[config.mk]
export PLATFORM = sky130hd
export DESIGN_NAME = top_nine_average_pool
export DESIGN_NICKNAME = d
export VERILOG_FILES = /design/src/rtl/core/tnap_pkg.sv /design/src/rtl/core/top_nine_average_pool.sv /design/src/rtl/core/tnap_cell.sv /design/src/rtl/core/tnap_avg.sv
export SDC_FILE = /design/constraint.sdc
export NUM_CORES = 2
export LEC_CHECK = 0
export BUFFER_PORTS_ARGS = -buffer_cell sky130_fd_sc_hd__buf_2
export CORE_UTILIZATION = 25
export CTS_CLUSTER_DIAMETER = 50
export DETAILED_ROUTE_END_ITERATION = 7
export PLACE_DENSITY = 0.4
export SETUP_SLACK_MARGIN = 0.15
export SLEW_MARGIN = 20
export SYNTH_ARGS = -nofsm -noshare
export SYNTH_HDL_FRONTEND = slang
export SYNTH_SLANG_ARGS = --single-unit
[constraint.sdc]
create_clock -name clk -period 45.8 [get_ports clk]
set_input_delay 9.16 -clock clk [delete_from_list [all_inputs] [get_ports clk]]
set_output_delay 9.16 -clock clk [all_outputs]
set_load 0.02 [all_outputs]
[src/rtl/core/tnap_pkg.sv]
`timescale 1ns / 1ps
`default_nettype none
// ----------------------------------------------------------------------------
// tnap_pkg
// shared types, sizes and the divide-by-nine digit step for the top-nine pool
// ----------------------------------------------------------------------------
package tnap_pkg;

	localparam int SAMPLE_W   = 32;
	localparam int SUM_GRP    = 3;
	localparam int KEEP_COUNT = SUM_GRP * SUM_GRP;
	localparam int GRP_W      = SAMPLE_W + 2;
	localparam int SUM_W      = SAMPLE_W + 4;
	localparam int MAG_W      = SUM_W - 1;
	localparam int DIVISOR    = KEEP_COUNT;
	localparam int REM_W      = 4;
	localparam int DIGIT_W    = 7;
	localparam int DIV_STG    = MAG_W / DIGIT_W;
	localparam int STG_CNT    = DIV_STG + 5;

	typedef logic signed [SAMPLE_W-1:0] sample_t;

	typedef struct packed {
		logic ins;
		logic flush;
		logic shift_down;
	} cell_ctl_t;

	typedef struct packed {
		logic [DIGIT_W-1:0] quo;
		logic [REM_W-1:0]   rem;
	} div_step_t;

	// long division of {rem, chunk} by the divisor, one bit per step
	function automatic div_step_t div9_step(input logic [REM_W-1:0] rem,
		input logic [DIGIT_W-1:0] chunk);
		div_step_t        res;
		logic [REM_W-1:0] r;
		logic [REM_W:0]   t;
		r = rem;
		res.quo = '0;
		for (int b = DIGIT_W - 1; b >= 0; b--) begin
			t = {r, chunk[b]};
			if (t >= (REM_W + 1)'(DIVISOR)) begin
				res.quo[b] = 1'b1;
				t = t - (REM_W + 1)'(DIVISOR);
			end
			r = t[REM_W-1:0];
		end
		res.rem = r;
		return res;
	endfunction

endpackage
`default_nettype wire

[src/rtl/core/top_nine_average_pool.sv]
`timescale 1ns / 1ps
`default_nettype none
// ----------------------------------------------------------------------------
// top_nine_average_pool
// average of the nine largest (or smallest) samples of each channel
// ----------------------------------------------------------------------------
//  group  dir  carries
//  s_*    in   tdata: sample Q16.16, tlast: last sample of channel
//  m_*    out  tdata: average Q16.16, tuser: short channel flag
//  cfg_*  in   data: select_largest (1 keeps largest, 0 keeps smallest)
//
// one sample per cycle, while s_tready is high, goes into a row of nine
// sorted cells, which take an insertion in each such cycle; the last sample
// of a channel also hands the store to a 10-stage sum and divide pipe.
// s_tready drops only when that pipe is full and m_tready holds it back.
// after reset the store is empty and select_largest is 1; no clearing pass.
// ----------------------------------------------------------------------------
module top_nine_average_pool (
	input  wire         clk,
	input  wire         arst_n,
	input  wire         s_tvalid,
	output logic        s_tready,
	input  wire  [31:0] s_tdata,   // [31:0] sample
	input  wire         s_tlast,
	output logic        m_tvalid,
	input  wire         m_tready,
	output logic [31:0] m_tdata,   // [31:0] average
	output logic        m_tuser,   // [0] short_channel
	input  wire         cfg_valid,
	output logic        cfg_ready,
	input  wire         cfg_data
);
	import tnap_pkg::*;

	logic      sel_largest_q;
	logic      accept;
	cell_ctl_t ctl;
	sample_t   sample;

	sample_t              cell_val   [KEEP_COUNT];
	logic [KEEP_COUNT-1:0] cell_valid;
	logic [KEEP_COUNT-1:0] cell_g;
	logic [KEEP_COUNT-1:0] cell_lt;
	sample_t              nxt_val    [KEEP_COUNT];
	logic [KEEP_COUNT-1:0] nxt_valid;

	assign cfg_ready = 1'b1;

	always_ff @(posedge clk or negedge arst_n) begin
		if (!arst_n) begin
			sel_largest_q <= 1'b1;
		end else if (cfg_valid) begin
			sel_largest_q <= cfg_data;
		end
	end

	assign sample         = s_tdata;
	assign accept         = s_tvalid && s_tready;
	assign ctl.ins        = accept;
	assign ctl.flush      = accept && s_tlast;
	assign ctl.shift_down = cell_valid[KEEP_COUNT-1] && sel_largest_q;

	for (genvar i = 0; i < KEEP_COUNT; i++) begin : g_cell
		sample_t lv;
		logic    lg;
		logic    lval;
		sample_t rv;
		logic    rlt;

		if (i == 0) begin : g_first
			assign lv   = sample;
			assign lg   = 1'b0;
			assign lval = 1'b1;
		end else begin : g_mid_lo
			assign lv   = cell_val[i-1];
			assign lg   = cell_g[i-1];
			assign lval = cell_valid[i-1];
		end

		if (i == KEEP_COUNT - 1) begin : g_last
			assign rv  = sample;
			assign rlt = 1'b0;
		end else begin : g_mid_hi
			assign rv  = cell_val[i+1];
			assign rlt = cell_lt[i+1];
		end

		tnap_cell u_cell (
			.clk        (clk),
			.arst_n     (arst_n),
			.ctl        (ctl),
			.sample     (sample),
			.left_val   (lv),
			.left_g     (lg),
			.left_valid (lval),
			.right_val  (rv),
			.right_lt   (rlt),
			.val        (cell_val[i]),
			.valid      (cell_valid[i]),
			.g          (cell_g[i]),
			.lt         (cell_lt[i]),
			.nxt_val    (nxt_val[i]),
			.nxt_valid  (nxt_valid[i])
		);
	end

	sample_t avg;

	tnap_avg u_avg (
		.clk           (clk),
		.arst_n        (arst_n),
		.in_valid      (ctl.flush),
		.in_ready      (s_tready),
		.in_vals       (nxt_val),
		.in_short      (!nxt_valid[KEEP_COUNT-1]),
		.out_valid     (m_tvalid),
		.out_ready     (m_tready),
		.average       (avg),
		.short_channel (m_tuser)
	);

	assign m_tdata = avg;

`ifndef NO_ASSERTIONS
	// the last word of a channel empties the store
	assert property (@(posedge clk) disable iff (!arst_n)
		accept && s_tlast |=> cell_valid == '0)
		else $error("store not cleared after last word");

	// filled slots always form a run from the bottom
	assert property (@(posedge clk) disable iff (!arst_n)
		((cell_valid + KEEP_COUNT'(1)) & cell_valid) == '0)
		else $error("store fill pattern has a hole");

	// a full store keeps its ends in order
	assert property (@(posedge clk) disable iff (!arst_n)
		cell_valid[KEEP_COUNT-1] |-> cell_val[0] <= cell_val[KEEP_COUNT-1])
		else $error("store out of order");
`endif

endmodule
`default_nettype wire

[src/rtl/core/tnap_cell.sv]
`timescale 1ns / 1ps
`default_nettype none
// ----------------------------------------------------------------------------
// tnap_cell
// one slot of the sorted store; shifts toward either neighbor on insertion
// ----------------------------------------------------------------------------
module tnap_cell (
	input  wire                    clk,
	input  wire                    arst_n,
	input  tnap_pkg::cell_ctl_t    ctl,
	input  tnap_pkg::sample_t      sample,
	input  tnap_pkg::sample_t      left_val,
	input  wire                    left_g,
	input  wire                    left_valid,
	input  tnap_pkg::sample_t      right_val,
	input  wire                    right_lt,
	output tnap_pkg::sample_t      val,
	output logic                   valid,
	output logic                   g,
	output logic                   lt,
	output tnap_pkg::sample_t      nxt_val,
	output logic                   nxt_valid
);
	import tnap_pkg::*;

	sample_t val_q;
	logic    valid_q;
	sample_t nxt_raw;

	// empty slots rank above everything so the fill position falls out of g
	assign g  = !valid_q || (val_q > sample);
	assign lt = val_q < sample;

	always_comb begin
		if (ctl.shift_down) begin
			// drop the lowest entry, slide down and place the sample
			if (right_lt) begin
				nxt_raw = right_val;
			end else if (lt) begin
				nxt_raw = sample;
			end else begin
				nxt_raw = val_q;
			end
		end else begin
			// open a gap and slide the upper part up (top drops off when full)
			if (left_g) begin
				nxt_raw = left_val;
			end else if (g) begin
				nxt_raw = sample;
			end else begin
				nxt_raw = val_q;
			end
		end
	end

	assign nxt_valid = valid_q || left_valid;
	assign nxt_val   = nxt_valid ? nxt_raw : '0;
	assign val       = val_q;
	assign valid     = valid_q;

	always_ff @(posedge clk or negedge arst_n) begin
		if (!arst_n) begin
			valid_q <= 1'b0;
		end else if (ctl.ins) begin
			valid_q <= ctl.flush ? 1'b0 : nxt_valid;
		end
	end

	always_ff @(posedge clk) begin
		if (ctl.ins) begin
			val_q <= nxt_raw;
		end
	end

endmodule
`default_nettype wire

[src/rtl/core/tnap_avg.sv]
`timescale 1ns / 1ps
`default_nettype none
// ----------------------------------------------------------------------------
// tnap_avg
// pipelined sum of the kept slots and truncating divide by nine
// ----------------------------------------------------------------------------
module tnap_avg (
	input  wire                    clk,
	input  wire                    arst_n,
	input  wire                    in_valid,
	output logic                   in_ready,
	input  tnap_pkg::sample_t      in_vals [tnap_pkg::KEEP_COUNT],
	input  wire                    in_short,
	output logic                   out_valid,
	input  wire                    out_ready,
	output tnap_pkg::sample_t      average,
	output logic                   short_channel
);
	import tnap_pkg::*;

	logic [STG_CNT-1:0] vld_q;
	logic [STG_CNT-1:0] rdy;

	// a stage loads when it is empty or its contents move on
	always_comb begin
		rdy[STG_CNT-1] = !vld_q[STG_CNT-1] || out_ready;
		for (int k = STG_CNT - 2; k >= 0; k--) begin
			rdy[k] = !vld_q[k] || rdy[k+1];
		end
	end

	assign in_ready = rdy[0];

	always_ff @(posedge clk or negedge arst_n) begin
		if (!arst_n) begin
			vld_q <= '0;
		end else begin
			if (rdy[0]) begin
				vld_q[0] <= in_valid;
			end
			for (int k = 1; k < STG_CNT; k++) begin
				if (rdy[k]) begin
					vld_q[k] <= vld_q[k-1];
				end
			end
		end
	end

	// stage 1: snapshot of the store
	sample_t val_s1 [KEEP_COUNT];
	logic    short_s1;

	always_ff @(posedge clk) begin
		if (rdy[0]) begin
			val_s1   <= in_vals;
			short_s1 <= in_short;
		end
	end

	// stage 2: partial sums of three
	logic signed [GRP_W-1:0] sum3_s2 [SUM_GRP];
	logic                    short_s2;

	always_ff @(posedge clk) begin
		if (rdy[1]) begin
			for (int j = 0; j < SUM_GRP; j++) begin
				sum3_s2[j] <= GRP_W'(val_s1[SUM_GRP*j]) + GRP_W'(val_s1[SUM_GRP*j+1])
					+ GRP_W'(val_s1[SUM_GRP*j+2]);
			end
			short_s2 <= short_s1;
		end
	end

	// stage 3: total
	logic signed [SUM_W-1:0] total_s3;
	logic                    short_s3;

	always_ff @(posedge clk) begin
		if (rdy[2]) begin
			total_s3 <= SUM_W'(sum3_s2[0]) + SUM_W'(sum3_s2[1]) + SUM_W'(sum3_s2[2]);
			short_s3 <= short_s2;
		end
	end

	// stage 4: sign and magnitude
	logic [SUM_W-1:0] total_neg;
	logic [MAG_W-1:0] mag_s4;
	logic             neg_s4;
	logic             short_s4;

	assign total_neg = -total_s3;

	always_ff @(posedge clk) begin
		if (rdy[3]) begin
			neg_s4   <= total_s3[SUM_W-1];
			mag_s4   <= total_s3[SUM_W-1] ? total_neg[MAG_W-1:0] : total_s3[MAG_W-1:0];
			short_s4 <= short_s3;
		end
	end

	// division stages, one digit of the quotient each, index 0 is the stage 4 output
	logic [MAG_W-1:0] mag_s   [DIV_STG+1];
	logic [MAG_W-1:0] quo_s   [DIV_STG+1];
	logic [REM_W-1:0] rem_s   [DIV_STG+1];
	logic             neg_s   [DIV_STG+1];
	logic             short_s [DIV_STG+1];

	assign mag_s[0]   = mag_s4;
	assign quo_s[0]   = '0;
	assign rem_s[0]   = '0;
	assign neg_s[0]   = neg_s4;
	assign short_s[0] = short_s4;

	for (genvar d = 0; d < DIV_STG; d++) begin : g_div
		localparam int HI = MAG_W - 1 - DIGIT_W * d;
		div_step_t        step;
		logic [MAG_W-1:0] quo_nxt;

		assign step = div9_step(rem_s[d], mag_s[d][HI -: DIGIT_W]);

		always_comb begin
			quo_nxt = quo_s[d];
			quo_nxt[HI -: DIGIT_W] = step.quo;
		end

		always_ff @(posedge clk) begin
			if (rdy[4+d]) begin
				mag_s[d+1]   <= mag_s[d];
				quo_s[d+1]   <= quo_nxt;
				rem_s[d+1]   <= step.rem;
				neg_s[d+1]   <= neg_s[d];
				short_s[d+1] <= short_s[d];
			end
		end
	end

	// output stage: restore the sign, truncation is toward zero
	logic [SAMPLE_W-1:0] quo_lo;
	sample_t             avg_q;
	logic                short_q;

	assign quo_lo = quo_s[DIV_STG][SAMPLE_W-1:0];

	always_ff @(posedge clk) begin
		if (rdy[STG_CNT-1]) begin
			avg_q   <= neg_s[DIV_STG] ? -quo_lo : quo_lo;
			short_q <= short_s[DIV_STG];
		end
	end

	assign out_valid     = vld_q[STG_CNT-1];
	assign average       = avg_q;
	assign short_channel = short_q;

endmodule
`default_nettype wire

==> After elaboration in Yosys (flattened, before gate mapping) <==
Memory sizes are Yosys's and may differ from the RTL's.
Index checks and enable logic that the tools add are counted.
{ "totals": {"wordCells": 340, "n_memories": 1, "ram_bits": 102, "input_bits": 39, "reg_bits": 891} }
{ "mem_list": {"columns": ["memory", "depth", "width", "read_ports", "rd_clocked_by_memory_dff", "write_ports", "line_no", "rtl"], "rows": [
  ["u_avg.sum3_s2", 3, 34, 3, 0, 3, "tnap_avg.sv:61", "logic signed [GRP_W-1:0] sum3_s2 [SUM_GRP];"]
]} }
{ "op_classes": {"muxes": 122, "magnitude_cmp": 53, "reduce_logical": 50, "n_addsub": 44} }
{ "ops": {"columns": ["operator", "n"], "rows": [
  ["32-bit 2-to-1 mux", 44],
  ["32-bit greater-than comparator", 9],
  ["32-bit less-than comparator", 9],
  ["5-bit by 4-bit greater-or-equal comparator with 1-bit output (second input constant)", 34],
  ["4-bit 2-to-1 mux", 34],
  ["4-bit subtractor (second input constant)", 33],
  ["33-bit by 32-bit adder with 34-bit output", 3],
  ["32-bit by 32-bit adder with 33-bit output", 3],
  ["1-bit 2-to-1 mux", 43],
  ["35-bit by 34-bit adder with 36-bit output", 1],
  ["34-bit by 34-bit adder with 35-bit output", 1],
  ["35-bit 2-to-1 mux", 1],
  ["35-bit negator", 1],
  ["32-bit negator", 1],
  ["1-bit logical OR", 27],
  ["1-bit logical NOT", 20],
  ["1-bit by 4-bit greater-or-equal comparator with 1-bit output (second input constant)", 1],
  ["1-bit by 4-bit subtractor with 4-bit output (second input constant)", 1],
  ["1-bit logical AND", 3]
]} }

==> Logic depth before layout (Yosys ltp) <==
{ "logic_depth": {"ltp_word": 14, "ltp_mapped": 28, "ltp_nobuf": 26} }

==> Cells and area by module <==
From an unflattened synthesis, not the netlist that was laid out.
{ "unflattened": {"hier_cells": 7564, "area_unflattened_um2": 77189.0} }
{ "by_module_without_submodules": {"columns": ["module", "area_per_inst_um2", "n_inst", "cells_per_inst"], "rows": [
  ["tnap_avg", 35145.0, 1, 2500],
  ["tnap_cell (g_cell[0].u_cell ...)", 4754.6, 6, 562],
  ["tnap_cell (g_cell[6].u_cell ...)", 4479.3, 3, 561],
  ["top_nine_average_pool", 78.8, 1, 9]
]} }

==> Least setup slack after synthesis <==
OpenSTA, ideal clock, no wires.
{ "synth_timing": {"path_kind": "in2out", "start": "in m_tready", "end": "out s_tready", "slack_ns": 17.390, "n_path_buf": 0, "stages": 6, "t_arrival_ns": 19.250, "cell_sequence": "nor2b_1 -> and2_1 -> and3_1 -> nand3_1 -> nor2_1 -> nand4_1"} }
{ "synth_between": {"elab_chain_len": 10} }
{ "synth_lines": {"columns": ["element", "line_no", "rtl"], "rows": [
  ["start: declaration", "top_nine_average_pool.sv:26", "input wire m_tready,"],
  ["1-bit logical OR", "tnap_avg.sv:26", "rdy[STG_CNT-1] = !vld_q[STG_CNT-1] || out_ready;"],
  ["1-bit logical OR (5 in series)", "tnap_avg.sv:28", "rdy[k] = !vld_q[k] || rdy[k+1];"],
  ["named net u_avg.rdy[4]", "tnap_avg.sv:22", "logic [STG_CNT-1:0] rdy;"],
  ["1-bit logical OR (4 in series)", "tnap_avg.sv:28", null],
  ["end: declaration", "top_nine_average_pool.sv:22", "output logic s_tready,"]
]} }
The timed path passes the listed nets, and every way through them passes these cells.

==> Worst setup path in the final report <==
Ends and elaborated chain as after synthesis.

==> out/summary.txt <==
status - completed
Syn. warnings - 0
post-CTS resize count - 0
mean routed wirelength per cell - 24.9 um
post-synth top area share - 42.8%
Main synth FF type - edfxtp_1
first-pass detailed-route iteration total - 6
Tmin final - 21120 ps
layout net count - 6917
vias in the first global route - 51.3k
clock skew - 36.3 ps
Worst-path clk slew - 60 ps
Worst Path Arrival - 11960 ps
DRC - 0
first-pass GRT wire length - 360000 um
layout cell share with drive strength beyond 1 - 11.2%
WL final - 249000 um
initial antenna violation count - 22
Max H-tree Level - 4
max_cap viols - 0
Async SR Flop Fraction - 2.01%
Post-Syn Instances - 6363
Commonest cells post-synth - edfxtp_1, nand2_1, ha_1
Final Hold Viols - 0
Port Buffer Count - 73
Tot GR Track Use - 17.6%
CTS Hold Bufs - 0
Syn Area/Cell - 10.7 um2
Layout area overhead - 14.8%
post-synth top area cell - edfxtp_1
pre-CTS setup slack - 24590 ps
Syn Nets - 6994
most common cell in the netlist - edfxtp_1
Post-DP HPWL - 170000 um
Setup Total Neg Slack - 0 ps
Initial Utilization - 25.2%
normalized max-slew margin - 18.1%
RSZ-0062 raised after global routing - false
CTS max path bufs - 3
CP endpoint kind - output port
CTS tree - built
vias - 51.9k
Remaining Overflow, GRT - 0
Post-synth EDFFs - 973
synth unique cells - 129
antenna-violating nets left - 0
post-route setup slack - 24680 ps
flops & latches, synth - 993
Clock Latency Late Sink - 830 ps
clock sink total - 993
fin crit share - 46.1%
Die Area - 275000 um2
largest net degree at the start of global routing - 163
Slew Limit Fails - 0
Ports - 75
Setup CP Type - input port to output port
startpoint types - input port
data required time of the critical path - 36640 ps
CP max FO - 40
Seq/Total Area, Yosys - 43.5%
main area contributors after synthesis - edfxtp_1, ha_1, mux2i_1
Post-Syn Area - 68300 um2
actual slew at the worst max-slew pin - 1220 ps
Initial DRC Count - 4776
Die Span Y - 525 um
TritonCTS Buffers - 173
Post-CTS Setup Inserts - 0
die extent in x - 525 um
detailed-route vias per instance - 5.19
fmax - 47.4 MHz
Core ar. - 271000 um2
root buffer cell - clkbuf_16
# rows - 191
Worst Hold Class - register to register
endpoints failing setup - 0
routability cong. - 0.841
layout by cell type, fill, tap and decap left out, types with 31 or more instances in the layout:
cell and n:
o22ai_1 40, ha_1 458, nand3_1 65, xor2_1 31
a22o_1 98, a221o_1 35, nor2_1 398, o32a_1 32
nand4_1 65, a21o_1 157, a211oi_1 127, o211ai_1 46
o32ai_1 31, a31o_2 35, o31ai_1 87, or3_1 66
nor3_1 145, mux2_2 106, a21oi_1 381, fa_1 134
mux2i_1 437, nor2b_1 117, nand2_1 461, o21a_1 78
buf_2 73, edfxtp_1 973, nand2b_1 47, inv_1 177
a211o_1 77, clkbuf_16 176, buf_4 85, xnor2_1 154
o21ai_0 367, and3_1 80, a311oi_1 34
worst paths after layout:
| check | start | to | slack (ps) | cells after the start |
|---|---|---|---|---|
| worst min register to register | u_avg.g_div[3].quo_nxt[29]$_DFFE_PP_ | u_avg.g_div[4].quo_nxt[29]$_DFFE_PP_ | 410 | 0 |
| worst max-delay path | m_tready | s_tready | 24680 | 9 |
| min in group asynchronous | arst_n | u_avg.vld_q[8]$_DFFE_PN0P_ | 8430 | 2 |
| max in group asynchronous | arst_n | g_cell[7].u_cell.valid$_DFFE_PN0P_ | 36880 | 2 |
| worst min-delay path | u_avg.g_div[3].quo_nxt[29]$_DFFE_PP_ | u_avg.g_div[4].quo_nxt[29]$_DFFE_PP_ | 410 | 0 |
| worst max register to register | g_cell[2].u_cell.val[31]$_DFFE_PP_ | g_cell[2].u_cell.val[8]$_DFFE_PP_ | 39280 | 12 |
critical path, stage by stage:
cell and delay (ps):
buf_2 100, nor2b_1 170, and2_1 230, and3_1 280, nand3_2 90, buf_4 300
nor2_1 440, nand4_1 720, buf_2 420
metal layers:
metal	part of all wire [%]	vias to the layer above	GRT usage (%)
met5	0.017	-	0
met4	3.4	6	6.28
met3	5.5	330	2.50
met2	45	1599	27.9
met1	46	25800	24.2
li1	-	24100	-
registers in the layout, summed over array words and instances (netlist names), 9 cells and up:
signal	flops
g_cell.u_cell.val	288
g_cell.u_cell.valid	9
u_avg.average	32
u_avg.g_div.quo_nxt	58
u_avg.mag_s	70
u_avg.mag_s4	35
u_avg.quo_lo	32
u_avg.rem_s	16
u_avg.sum3_s2	102
u_avg.total_s3	36
u_avg.val_s1	288
u_avg.vld_q	10
stage by stage:
stage	hold WS, ps	cell area (um2)	std cells	utilization, %
after floorplan	400	68300	6363	-
after global placement	401	72600	9681	26.8
after detailed placement	405	72600	9681	26.8
after CTS	406	78400	10000	28.9
after global routing	416	78400	10000	28.9
final	410	78400	10000	28.9
layout make-up:
cell class / count / area (um2)
Clock inverter: 121 / 1340
Timing Repair Buffer: 162 / 1080
Clock buffer: 200 / 4490
Inverter: 180 / 676
Sequential cell: 993 / 29700
Antenna cell: 4 / 10.0
Fill cell: 27700 / 193000
Multi-Input combinational cell: 4776 / 36600
Tap cell: 3570 / 4470
logic make-up after synthesis:
logic type | count (synthesis) | share of synthesized area (%)
other | 1 | 0.00549
xor gates and xnor gates | 191 | 2.49
and+or+nand+nor | 1609 | 11.4
DFF | 993 | 43.5
AOI/OAI and AO/OA | 1833 | 18.6
muxes | 549 | 8.29
buffers and inverters | 594 | 3.37
adders and majority gates | 593 | 12.3
Power is left out: the tool's default activity adds up to more than one toggle a clock period on the data nets, which glitch-free logic cannot reach.
